## src/design/ehps_pkg.sv

```systemverilog
package ehps_pkg;

  localparam int NUM_STAGES_DEF     = 4;
  localparam int ROWS_PER_STAGE_DEF = 1024;

  // Seed registers exist for up to four stages, so the stage index is two bits.
  localparam int STAGE_W = 2;
  localparam int NUM_SEEDS = 4;

  localparam int KEY_W    = 32;
  localparam int VOTE_W   = 32;
  localparam int LAMBDA_W = 8;
  localparam int CFG_IDX_W = 3;
  localparam int CFG_DATA_W = 32;
  localparam int PROD_W   = VOTE_W + LAMBDA_W;

  localparam int IN_TDATA_W  = KEY_W;
  localparam int OUT_TDATA_W = KEY_W + VOTE_W;

  localparam logic [31:0] HASH_MUL1 = 32'h85EB_CA6B;
  localparam logic [31:0] HASH_MUL2 = 32'hC2B2_AE35;

  localparam logic [CFG_IDX_W-1:0] REG_LAMBDA = 3'd0;
  localparam logic [CFG_IDX_W-1:0] REG_SEED0  = 3'd1;
  localparam logic [CFG_IDX_W-1:0] REG_SEED1  = 3'd2;
  localparam logic [CFG_IDX_W-1:0] REG_SEED2  = 3'd3;
  localparam logic [CFG_IDX_W-1:0] REG_SEED3  = 3'd4;

  localparam logic OP_INSERT = 1'b0;
  localparam logic OP_QUERY  = 1'b1;

  localparam logic [LAMBDA_W-1:0] LAMBDA_RST = 8'd8;

  typedef struct packed {
    logic [KEY_W-1:0]  key;
    logic [VOTE_W-1:0] total;
    logic [VOTE_W-1:0] positive;
  } slot_t;

  localparam int SLOT_W = $bits(slot_t);

  typedef struct packed {
    logic             start;
    logic [KEY_W-1:0] key;
    logic [31:0]      seed;
  } hash_req_t;

  function automatic logic [VOTE_W-1:0] sat_inc(input logic [VOTE_W-1:0] v);
    return (v == '1) ? v : v + VOTE_W'(1);
  endfunction

endpackage

```

## src/design/ehps_hash.sv

```systemverilog
module ehps_hash
  import ehps_pkg::*;
#(
  parameter int ROWS_PER_STAGE = ROWS_PER_STAGE_DEF
) (
  input  logic                              clk,
  input  logic                              rst,
  input  hash_req_t                         req,
  output logic                              done,
  output logic [$clog2(ROWS_PER_STAGE)-1:0] row
);

  localparam int ROW_W = $clog2(ROWS_PER_STAGE);
  localparam logic [31:0] ROWS32 = 32'(ROWS_PER_STAGE);
  // floor(2^32 / rows): the quotient estimate is at most one short.
  localparam longint unsigned RECIP_L = (64'd1 << 32) / ROWS_PER_STAGE;
  localparam logic [31:0] RECIP = 32'(RECIP_L);

  logic [5:0]  vld;
  logic [31:0] seed_q;
  logic [31:0] mix1;
  logic [31:0] mix2;
  logic [31:0] hfin;
  logic [31:0] quo;
  logic [31:0] qmul;

  logic [31:0] x0;
  logic [31:0] x1;
  logic [31:0] x2;
  logic [31:0] m1;
  logic [31:0] m2;
  logic [63:0] qprod;
  logic [31:0] rem;
  logic [31:0] rem_fix;

  always_comb begin
    x0      = req.key ^ req.seed;
    x0      = x0 ^ (x0 >> 16);
    m1      = x0 * HASH_MUL1;
    x1      = mix1 ^ (mix1 >> 13);
    m2      = x1 * HASH_MUL2;
    x2      = mix2 ^ (mix2 >> 16);
    qprod   = 64'(hfin) * 64'(RECIP);
    rem     = hfin - qmul;
    rem_fix = (rem >= ROWS32) ? rem - ROWS32 : rem;
  end

  always_ff @(posedge clk) begin
    if (rst) begin
      vld <= '0;
    end else begin
      vld <= {vld[4:0], req.start};
    end
  end

  always_ff @(posedge clk) begin
    if (req.start) begin
      mix1   <= m1;
      seed_q <= req.seed;
    end
    if (vld[0]) begin
      mix2 <= m2;
    end
    if (vld[1]) begin
      hfin <= x2 + seed_q;
    end
    if (vld[2]) begin
      quo <= qprod[63:32];
    end
    if (vld[3]) begin
      qmul <= quo * ROWS32;
    end
    if (vld[4]) begin
      row <= rem_fix[ROW_W-1:0];
    end
  end

  assign done = vld[5];

endmodule

```

## config.mk

```make
export PLATFORM = sky130hd
export DESIGN_NAME = ehps_hash
export DESIGN_NICKNAME = d
export VERILOG_FILES = /design/src/design/ehps_pkg.sv /design/src/design/ehps_hash.sv
export SDC_FILE = /design/constraint.sdc
export NUM_CORES = 1
export LEC_CHECK = 0
export BUFFER_PORTS_ARGS = -buffer_cell sky130_fd_sc_hd__buf_4
export CAP_MARGIN = 10
export CORE_MARGIN = 4
export CORE_UTILIZATION = 45
export CTS_CLUSTER_DIAMETER = 40
export DETAILED_ROUTE_END_ITERATION = 16
export PLACE_DENSITY = 0.58
export SYNTH_ARGS = -nofsm -noshare
export SYNTH_HDL_FRONTEND = slang
export SYNTH_SLANG_ARGS = --single-unit
```

## constraint.sdc

```tcl
create_clock -name clk -period 9.3 [get_ports clk]
set_input_delay 1.395 -clock clk [delete_from_list [all_inputs] [get_ports clk]]
set_output_delay 1.395 -clock clk [all_outputs]
set_load 0.05 [all_outputs]
```

==> results.py, run 1 <==
metrics = {
    "logic_synthesis": {
        "synth_area_um2": 18400,
        "ys_seq_elements": 88,
        "syn_area_per_cell_um2": 10.9,
        "synth_flop_cell": "edfxtp_1",
        "synth_edf_count": 82,
        "synth_top_area_share": 0.348,
        "async_reset_ff_frac": 0,
        "yosys_warnings": 0,
        "ys_types": 58,
        "synthesis.nets": 2436,
        "ys_seq_area_frac": 0.140,
        "syn_inst": 1696,
        "synth_largest_area_cell": "fa_1",
        "synth_area_leaders": "fa_1, ha_1, edfxtp_1",
    },
    "floorplan": {
        "die_y_um": 210,
        "die_w_um": 210,
        "dieArea_um2": 44200,
        "top_level_ports": 78,
        "coreArea_um2": 40100,
        "num_rows": 73,
        "initial_utilization": 0.459,
    },
    "clocking": {
        "h-tree-depth": 3,
        "ctsRootBufferMaster": "clkbuf_16",
        "clock_sinks": 88,
        "clk_pin_slew_worst_paths_ns": 0.08,
        "cts_made_buffers": 9,
        "cts_hold_buf": 0,
        "cts_tree": "done",
        "clock_path_buffers": 2,
        "postCtsSetupRepairBufs": 0,
        "cts_resized": 0,
        "clk-insertion-delay-late_ns": 0.36,
    },
    "global_routing": {
        "grt_usage": 0.218,
        "grt-ovfl-total": 0,
        "grt_max_degree": 44,
        "grt_first_pass_wirelength_mm": 73.4,
        "grt_pass1_vias": 13000,
        "antenna_found_initial": 1,
    },
    "timing": {
        "slew_headroom": 0.346,
        "worstMarginPinSlew_ns": 0.975,
        "final-hold-violation-count": 0,
        "finalMaxSlewViolations": 0,
        "rsz0062_at_grt": "false",
        "period_share": 0.913,
        "skew_ns": 0.0133,
        "finalSetupTns_ns": 0,
        "setup_viol_count_final": 0,
        "fin_crit_ns": 8.49,
        "max_clock_freq_mhz": 118,
    },
    "worst_hold_path": {
        "hold_class": "reg -> reg",
    },
    "placed_design": {
        "hpwl_mm": 42.1,
        "port-buffer-count": 77,
        "gp_congestion": 0.945,
    },
    "cells_and_area": {
        "layout.cells.most_common_list": "inv_1, ha_1, fa_1, xnor2_1, buf_4",
        "nets": 2547,
        "layout_commonest_cell": "inv_1",
        "syn_to_final_growth_pct": 9.28,
        "drive_above_1_share": 0.0712,
        "antenna_cells": 0,
    },
    "critical_path": {
        "worstPathRequired_ns": 9.41,
        "critPathMaxStageDelay_ns": 0.60,
        "worst_setup_path_end_kind": "flop",
        "worstSetupPathType": "in -> reg",
        "arrival_ns": 8.60,
        "slowest_stage": "fa_1",
        "critPathLaunchType": "input port",
        "path_cells": "buf_4, xor2_1, buf_4, inv_1, xnor2_1, inv_1, fa_1, fa_1, fa_1, fa_1, inv_1, fa_1, inv_1, fa_1, fa_1, fa_1, ha_1, and3_1, a311oi_1, o21ai_0, a41o_1, o41ai_2, o21ai_1, xnor2_1",
        "cpMostUsedCell": "fa_1",
        "critPathMaxFanout": 7,
    },
    "flow_run": {
        "maxCapViolCount": 0,
    },
    "drt": {
        "vias": 11600,
        "drtIter0Drc": 492,
        "drc": 0,
        "antenna_left": 0,
        "wl_per_cell_um": 19.6,
        "drt_wl_total_mm": 45.8,
        "viasPerCell": 4.97,
        "first_pass_iters": 4,
    },
    "outcome": {
        "outcome": "complete, no violations",
    },
}
registers in the layout (all words and copies together) (netlist names):
| register | flops |
|---|---|
| seed_q | 10 |
| row | 10 |
| mix2 | 20 |
| mix1 | 32 |
| hfin | 10 |
| vld | 6 |
metrics by stage:
step	util	cells	instance area, um2	setup WS [ns]	hold WS (ns)
after floorplan	-	1696	18400	1.11	0.400
after global placement	0.495	2321	19800	0.586	0.401
after detailed placement	0.495	2321	19800	0.495	0.406
after CTS	0.502	2337	20100	0.853	0.425
after global routing	0.502	2337	20100	0.468	0.435
final	0.502	2337	20100	0.809	0.424
synthesized netlist by cell type (all sizes together) (7+ instances only):
master  instances
inv           499
ha            353
fa            320
xnor2         121
edfxtp         82
xor2           68
a21oi          36
nor2           34
nand2          24
o21ai          19
nand3          14
a21o           13
nor3           13
nor2b          11
o21bai          9
o211ai          7
worst max-delay path: cells and delay by family:
family / cells / cell delay (ns)
AOI/OAI and AO/OA: 5 / 1.21
and+or+nand+nor: 1 / 0.23
xor gates and xnor gates: 3 / 0.58
adders and majority gates: 9 / 4.40
buffers and inverters: 6 / 0.77
worst paths after layout:
kind	end	slack [ns]	startpoint	cells past startpoint
hold reg to reg	row[1]$_DFFE_PP_	0.42	hfin[1]$_DFFE_PP_	0
hold / removal	row[1]$_DFFE_PP_	0.42	hfin[1]$_DFFE_PP_	0
setup / recovery	mix1[31]$_DFFE_PP_	0.81	req[24]	24
setup reg to reg	mix2[25]$_DFFE_PP_	2.41	mix1[19]$_DFFE_PP_	19
layer usage:
metal  vias to the layer above  share of wire  global-route usage  wire length, um
met5                         -        0.00028                   0               13
met4                         2          0.021              0.0448              950
met3                        52          0.031              0.0247             1430
met2                       211           0.50               0.374            22700
met1                      5835           0.45               0.302            20700
li1                       5517              -                   -                -
cells by family after synthesis:
| group | synth area share |
|---|---|
| and+or+nand+nor | 0.0325 |
| buffers and inverters | 0.102 |
| AOI/OAI and AO/OA | 0.0468 |
| xor gates and xnor gates | 0.0903 |
| adders and majority gates | 0.588 |
| DFF | 0.140 |
layout make-up:
class | count | area [um2]
fillers | 3655 | 20000
inverters | 499 | 1870
flip-flops and latches | 88 | 2580
repair buffers | 102 | 766
multi-input cells | 1107 | 14000
clock inverters | 7 | 71.3
well taps | 525 | 657
clock buffers | 9 | 225
Power of run 1 is not shown: default switching activity piles up to over one toggle a cycle in this logic, so the estimate is an artifact.
==> run 2, diff against run 1 <==
Settings changed: REMOVE_ABC_BUFFERS from default to 1.
==> run 2 against run 1 <==
  * Fmax is 2.2% lower
  * Critical path depth stayed put
  * Sequential share of layout area is essentially flat
  * Via count fell by 0.18%
  * First-iteration DRC count rose by 35%
  * Design area about the same
  * Critical endpoint unchanged
==> results.py, run 2 (synthesis gave the netlist of run 1 again) <==
metrics = {
    "floorplan": {
        "top_level_ports": 78,
        "die_y_um": 210,
        "initial_utilization": 0.459,
        "num_rows": 73,
        "coreArea_um2": 40100,
        "die_w_um": 210,
        "dieArea_um2": 44200,
    },
    "clocking": {
        "clk-insertion-delay-late_ns": 0.37,
        "clock_sinks": 88,
        "cts_hold_buf": 0,
        "clock_path_buffers": 2,
        "cts_tree": "done",
        "h-tree-depth": 3,
        "postCtsSetupRepairBufs": 0,
        "clk_pin_slew_worst_paths_ns": 0.09,
        "cts_made_buffers": 9,
        "cts_resized": 0,
        "ctsRootBufferMaster": "clkbuf_16",
    },
    "cells_and_area": {
        "top_regs": "mix1 (32), mix2 (20)",
        "layout.cells.most_common_list": "inv_1, ha_1, fa_1, xnor2_1, buf_4",
        "antenna_cells": 0,
        "fin_area_um2": 20100,
        "nets": 2545,
        "nFillCells": 3686,
        "drive_above_1_share": 0.0702,
        "largest-register": "mix1",
        "largest_reg_flops": 32,
        "syn_to_final_growth_pct": 9.22,
        "layout_commonest_cell": "inv_1",
    },
    "global_routing": {
        "antenna_found_initial": 0,
        "grt_first_pass_wirelength_mm": 73.6,
        "grt_usage": 0.219,
        "grt_max_degree": 44,
        "grt-ovfl-total": 0,
        "grt_pass1_vias": 13000,
    },
    "timing": {
        "finalSetupTns_ns": 0,
        "max_clock_freq_mhz": 115,
        "rsz0062_at_grt": "false",
        "period_share": 0.934,
        "skew_ns": 0.0184,
        "final-hold-violation-count": 0,
        "finalMaxSlewViolations": 0,
        "setup_viol_count_final": 0,
        "worstMarginPinSlew_ns": 1.07,
        "slew_headroom": 0.284,
        "fin_crit_ns": 8.68,
    },
    "critical_path": {
        "critPathLaunchType": "input port",
        "worstPathRequired_ns": 9.42,
        "arrival_ns": 8.80,
        "worst_setup_path_end_kind": "flop",
        "critPathMaxFanout": 7,
        "worstSetupPathType": "in -> reg",
    },
    "worst_hold_path": {
        "hold_class": "reg -> reg",
    },
    "placed_design": {
        "placed_cell_area_um2": 19800,
        "hpwl_mm": 42.1,
        "port-buffer-count": 77,
        "gp_congestion": 0.937,
    },
    "drt": {
        "first_pass_iters": 5,
        "drtIter0Drc": 666,
        "vias": 11600,
        "drt_wl_total_mm": 46.1,
        "viasPerCell": 4.97,
        "drc": 0,
        "antenna_left": 0,
        "wl_per_cell_um": 19.7,
    },
    "outcome": {
        "outcome": "complete, no violations",
    },
    "flow_run": {
        "maxCapViolCount": 0,
    },
}
==> run 2: cell count changes in the layout (fill, tap and decap cells not counted) <==
| cell | before | now |
|---|---|---|
| inv_6 | 2 | 0 |
| clkinv_4 | 1 | 2 |
| inv_8 | 2 | 3 |
| buf_4 | 102 | 100 |
==> run 2: through the flow <==
stage | hold slack (ns) | worst slack, ns | util | instances
2_1_floorplan | 0.400 | 1.11 | - | 1694
3_3_place_gp | 0.402 | 0.255 | 0.494 | 2319
3_5_place_dp | 0.405 | 0.243 | 0.494 | 2319
4_1_cts | 0.421 | 0.612 | 0.502 | 2335
5_1_grt | 0.424 | 0.291 | 0.502 | 2335
6_report | 0.420 | 0.618 | 0.502 | 2335
==> run 2: final timing paths <==
path                                         start            endpoint  slack (ns)  cells past startpoint
worst max-delay path                       req[27]  mix1[31]$_DFFE_PP_        0.62                     24
worst min-delay path             hfin[1]$_DFFE_PP_    row[1]$_DFFE_PP_        0.42                      0
worst max register to register  mix1[17]$_DFFE_PP_  mix2[25]$_DFFE_PP_        2.29                     21
worst min register to register   hfin[1]$_DFFE_PP_    row[1]$_DFFE_PP_        0.42                      0
==> run 2: final cells by class <==
cell class                      count  area [um2]  area share
Tap cell                          525         657      0.0326
Multi-Input combinational cell   1107       14000       0.694
Clock buffer                        9         225      0.0112
Sequential cell                    88        2580       0.128
Clock inverter                      7        73.8     0.00367
Inverter                          499        1870      0.0931
Timing Repair Buffer              100         751      0.0373
==> run 2: metal layers <==
metal,routed length (um),vias to the layer above,share of wire,track usage
met4,1040,0,0.023,0.0484
met1,20400,5846,0.44,0.299
li1,-,5497,-,-
met5,0,-,0,0
met3,2020,56,0.044,0.0414
met2,22600,197,0.49,0.367
==> run 2: worst max-delay path: stages <==
cell	delay [ns]
buf_4	0.11
xor2_1	0.22
xnor2_1	0.87
inv_1	0.23
fa_1	0.60
inv_1	0.06
fa_1	0.48
fa_1	0.57
inv_1	0.09
fa_1	0.51
inv_1	0.06
fa_1	0.57
fa_1	0.44
fa_1	0.49
inv_1	0.05
fa_1	0.53
inv_1	0.04
ha_1	0.35
nand2_1	0.09
o21ai_0	0.08
a41o_1	0.24
o41ai_2	0.29
o21ai_1	0.24
xnor2_1	0.18
Power of run 2 is left out for the same reason.
==> run 3, diff against run 2 <==
Settings changed: CORE_ASPECT_RATIO from default to 0.8.
==> run 3 against run 2 <==
  * Sequential share of layout area barely moved
  * Design area rose by 0.20%
  * Via count fell by 0.42%
  * Wire length rose by 2.7%
==> results.py, run 3 (synthesis gave the netlist of run 1 again) <==
metrics = {
    "outcome": {
        "outcome": "complete, no violations",
    },
    "drt": {
        "drt_wl_total_mm": 47.4,
        "vias": 11500,
        "wl_per_cell_um": 20.1,
        "first_pass_iters": 5,
        "antenna_left": 0,
        "viasPerCell": 4.90,
        "drtIter0Drc": 682,
        "drc": 0,
    },
    "global_routing": {
        "grt_busiest_layer": "met1",
        "grt_pass1_vias": 12600,
        "use_met3": 0.0659,
        "antenna_found_initial": 0,
        "grt_first_pass_wirelength_mm": 73.7,
        "grtUsageMet1": 0.352,
        "globalRouteMet2Util": 0.320,
        "grt_usage": 0.226,
        "grt-ovfl-total": 0,
        "grt_max_degree": 44,
    },
    "floorplan": {
        "top_level_ports": 78,
        "coreArea_um2": 40500,
        "num_rows": 66,
        "die_w_um": 234,
        "initial_utilization": 0.454,
        "die_y_um": 189,
        "dieArea_um2": 44300,
    },
    "timing": {
        "max_clock_freq_mhz": 117,
        "period_share": 0.915,
        "final-hold-violation-count": 0,
        "finalSetupTns_ns": 0,
        "slew_headroom": 0.271,
        "fin_ws_ns": 0.788,
        "setup_viol_count_final": 0,
        "skew_ns": 0.0143,
        "worstMarginPinSlew_ns": 1.09,
        "fin_crit_ns": 8.51,
        "holdWs_ns": 0.417,
        "finalMaxSlewViolations": 0,
        "rsz0062_at_grt": "false",
    },
    "critical_path": {
        "critPathMaxFanout": 7,
        "worstSetupPathType": "in -> reg",
        "rrSetupSlack_ns": 2.25,
        "arrival_ns": 8.65,
        "worst_setup_path_end_kind": "flop",
        "worstPathRequired_ns": 9.44,
        "critPathLaunchType": "input port",
    },
    "cells_and_area": {
        "syn_to_final_growth_pct": 9.43,
        "antenna_cells": 0,
        "nets": 2547,
        "drive_above_1_share": 0.0712,
        "largest_reg_flops": 32,
        "layout.cells.non_filler": 2356,
        "largest-register": "mix1",
        "nFillCells": 3762,
        "layout.cells.most_common_list": "inv_1, ha_1, fa_1, xnor2_1, buf_4",
        "top_regs": "mix1 (32), mix2 (20)",
        "layout_commonest_cell": "inv_1",
    },
    "clocking": {
        "h-tree-depth": 3,
        "clock_path_buffers": 2,
        "clk_pin_slew_worst_paths_ns": 0.08,
        "clk-insertion-delay-late_ns": 0.38,
        "postCtsSetupRepairBufs": 0,
        "clock_sinks": 88,
        "cts_made_buffers": 9,
        "cts_resized": 0,
        "cts_hold_buf": 0,
        "cts_tree": "done",
        "ctsRootBufferMaster": "clkbuf_16",
    },
    "placed_design": {
        "hpwl_mm": 43.2,
        "port-buffer-count": 77,
        "gp_congestion": 0.958,
        "dp.cells": 2340,
        "dpl_worst_slack_ns": 0.428,
    },
    "flow_run": {
        "maxCapViolCount": 0,
    },
    "worst_hold_path": {
        "hold_class": "reg -> reg",
    },
}
==> run 3: cell types whose count changed in the layout (fill, tap and decap cells not counted), sizes merged <==
cell,delta
clkinvlp,+1
buf,+2
inv,-1
==> run 3: worst paths after layout <==
path                           start            endpoint  depth (start not counted)
setup reg to reg  mix1[19]$_DFFE_PP_  mix2[25]$_DFFE_PP_                         19
setup / recovery             req[27]  mix1[31]$_DFFE_PP_                         24
hold / removal     hfin[0]$_DFFE_PP_    row[0]$_DFFE_PP_                          0
hold reg to reg    hfin[0]$_DFFE_PP_    row[0]$_DFFE_PP_                          0
==> run 3: metal layers <==
| layer | part of all wire | up-vias |
|---|---|---|
| li1 | - | 5497 |
| met1 | 0.50 | 5781 |
| met2 | 0.42 | 256 |
| met3 | 0.078 | 13 |
| met4 | 0.0053 | 0 |
| met5 | 0 | - |
==> run 3: cell type report <==
cell class / instances / area [um2] / share of cell area
clock buffers: 9 / 225 / 0.0112
repair buffers: 102 / 766 / 0.0380
inverters: 499 / 1870 / 0.0929
well taps: 544 / 681 / 0.0338
multi-input cells: 1107 / 14000 / 0.692
clock inverters: 7 / 75.1 / 0.00372
flip-flops and latches: 88 / 2580 / 0.128
==> run 3: critical path, cell delays in order <==
cell and delay (ns):
buf_4 0.11, xor2_1 0.22, xnor2_1 0.90, inv_1 0.23, fa_1 0.56, inv_1 0.05
fa_1 0.50, fa_1 0.58, inv_1 0.07, fa_1 0.50, inv_1 0.06, fa_1 0.56
fa_1 0.43, fa_1 0.49, inv_1 0.05, fa_1 0.53, inv_1 0.04, ha_1 0.35
nand2_1 0.08, o21ai_0 0.08, a41o_1 0.25, o41ai_2 0.28, o21ai_1 0.18, xnor2_1 0.15
==> run 3: per-stage QoR <==
stage | cell area (um2) | util
after floorplan | 18400 | -
after global placement | 19900 | 0.490
after global routing | 20200 | 0.497
after detailed placement | 19900 | 0.490
final | 20200 | 0.497
after CTS | 20200 | 0.497
Power of run 3 is left out for the same reason.
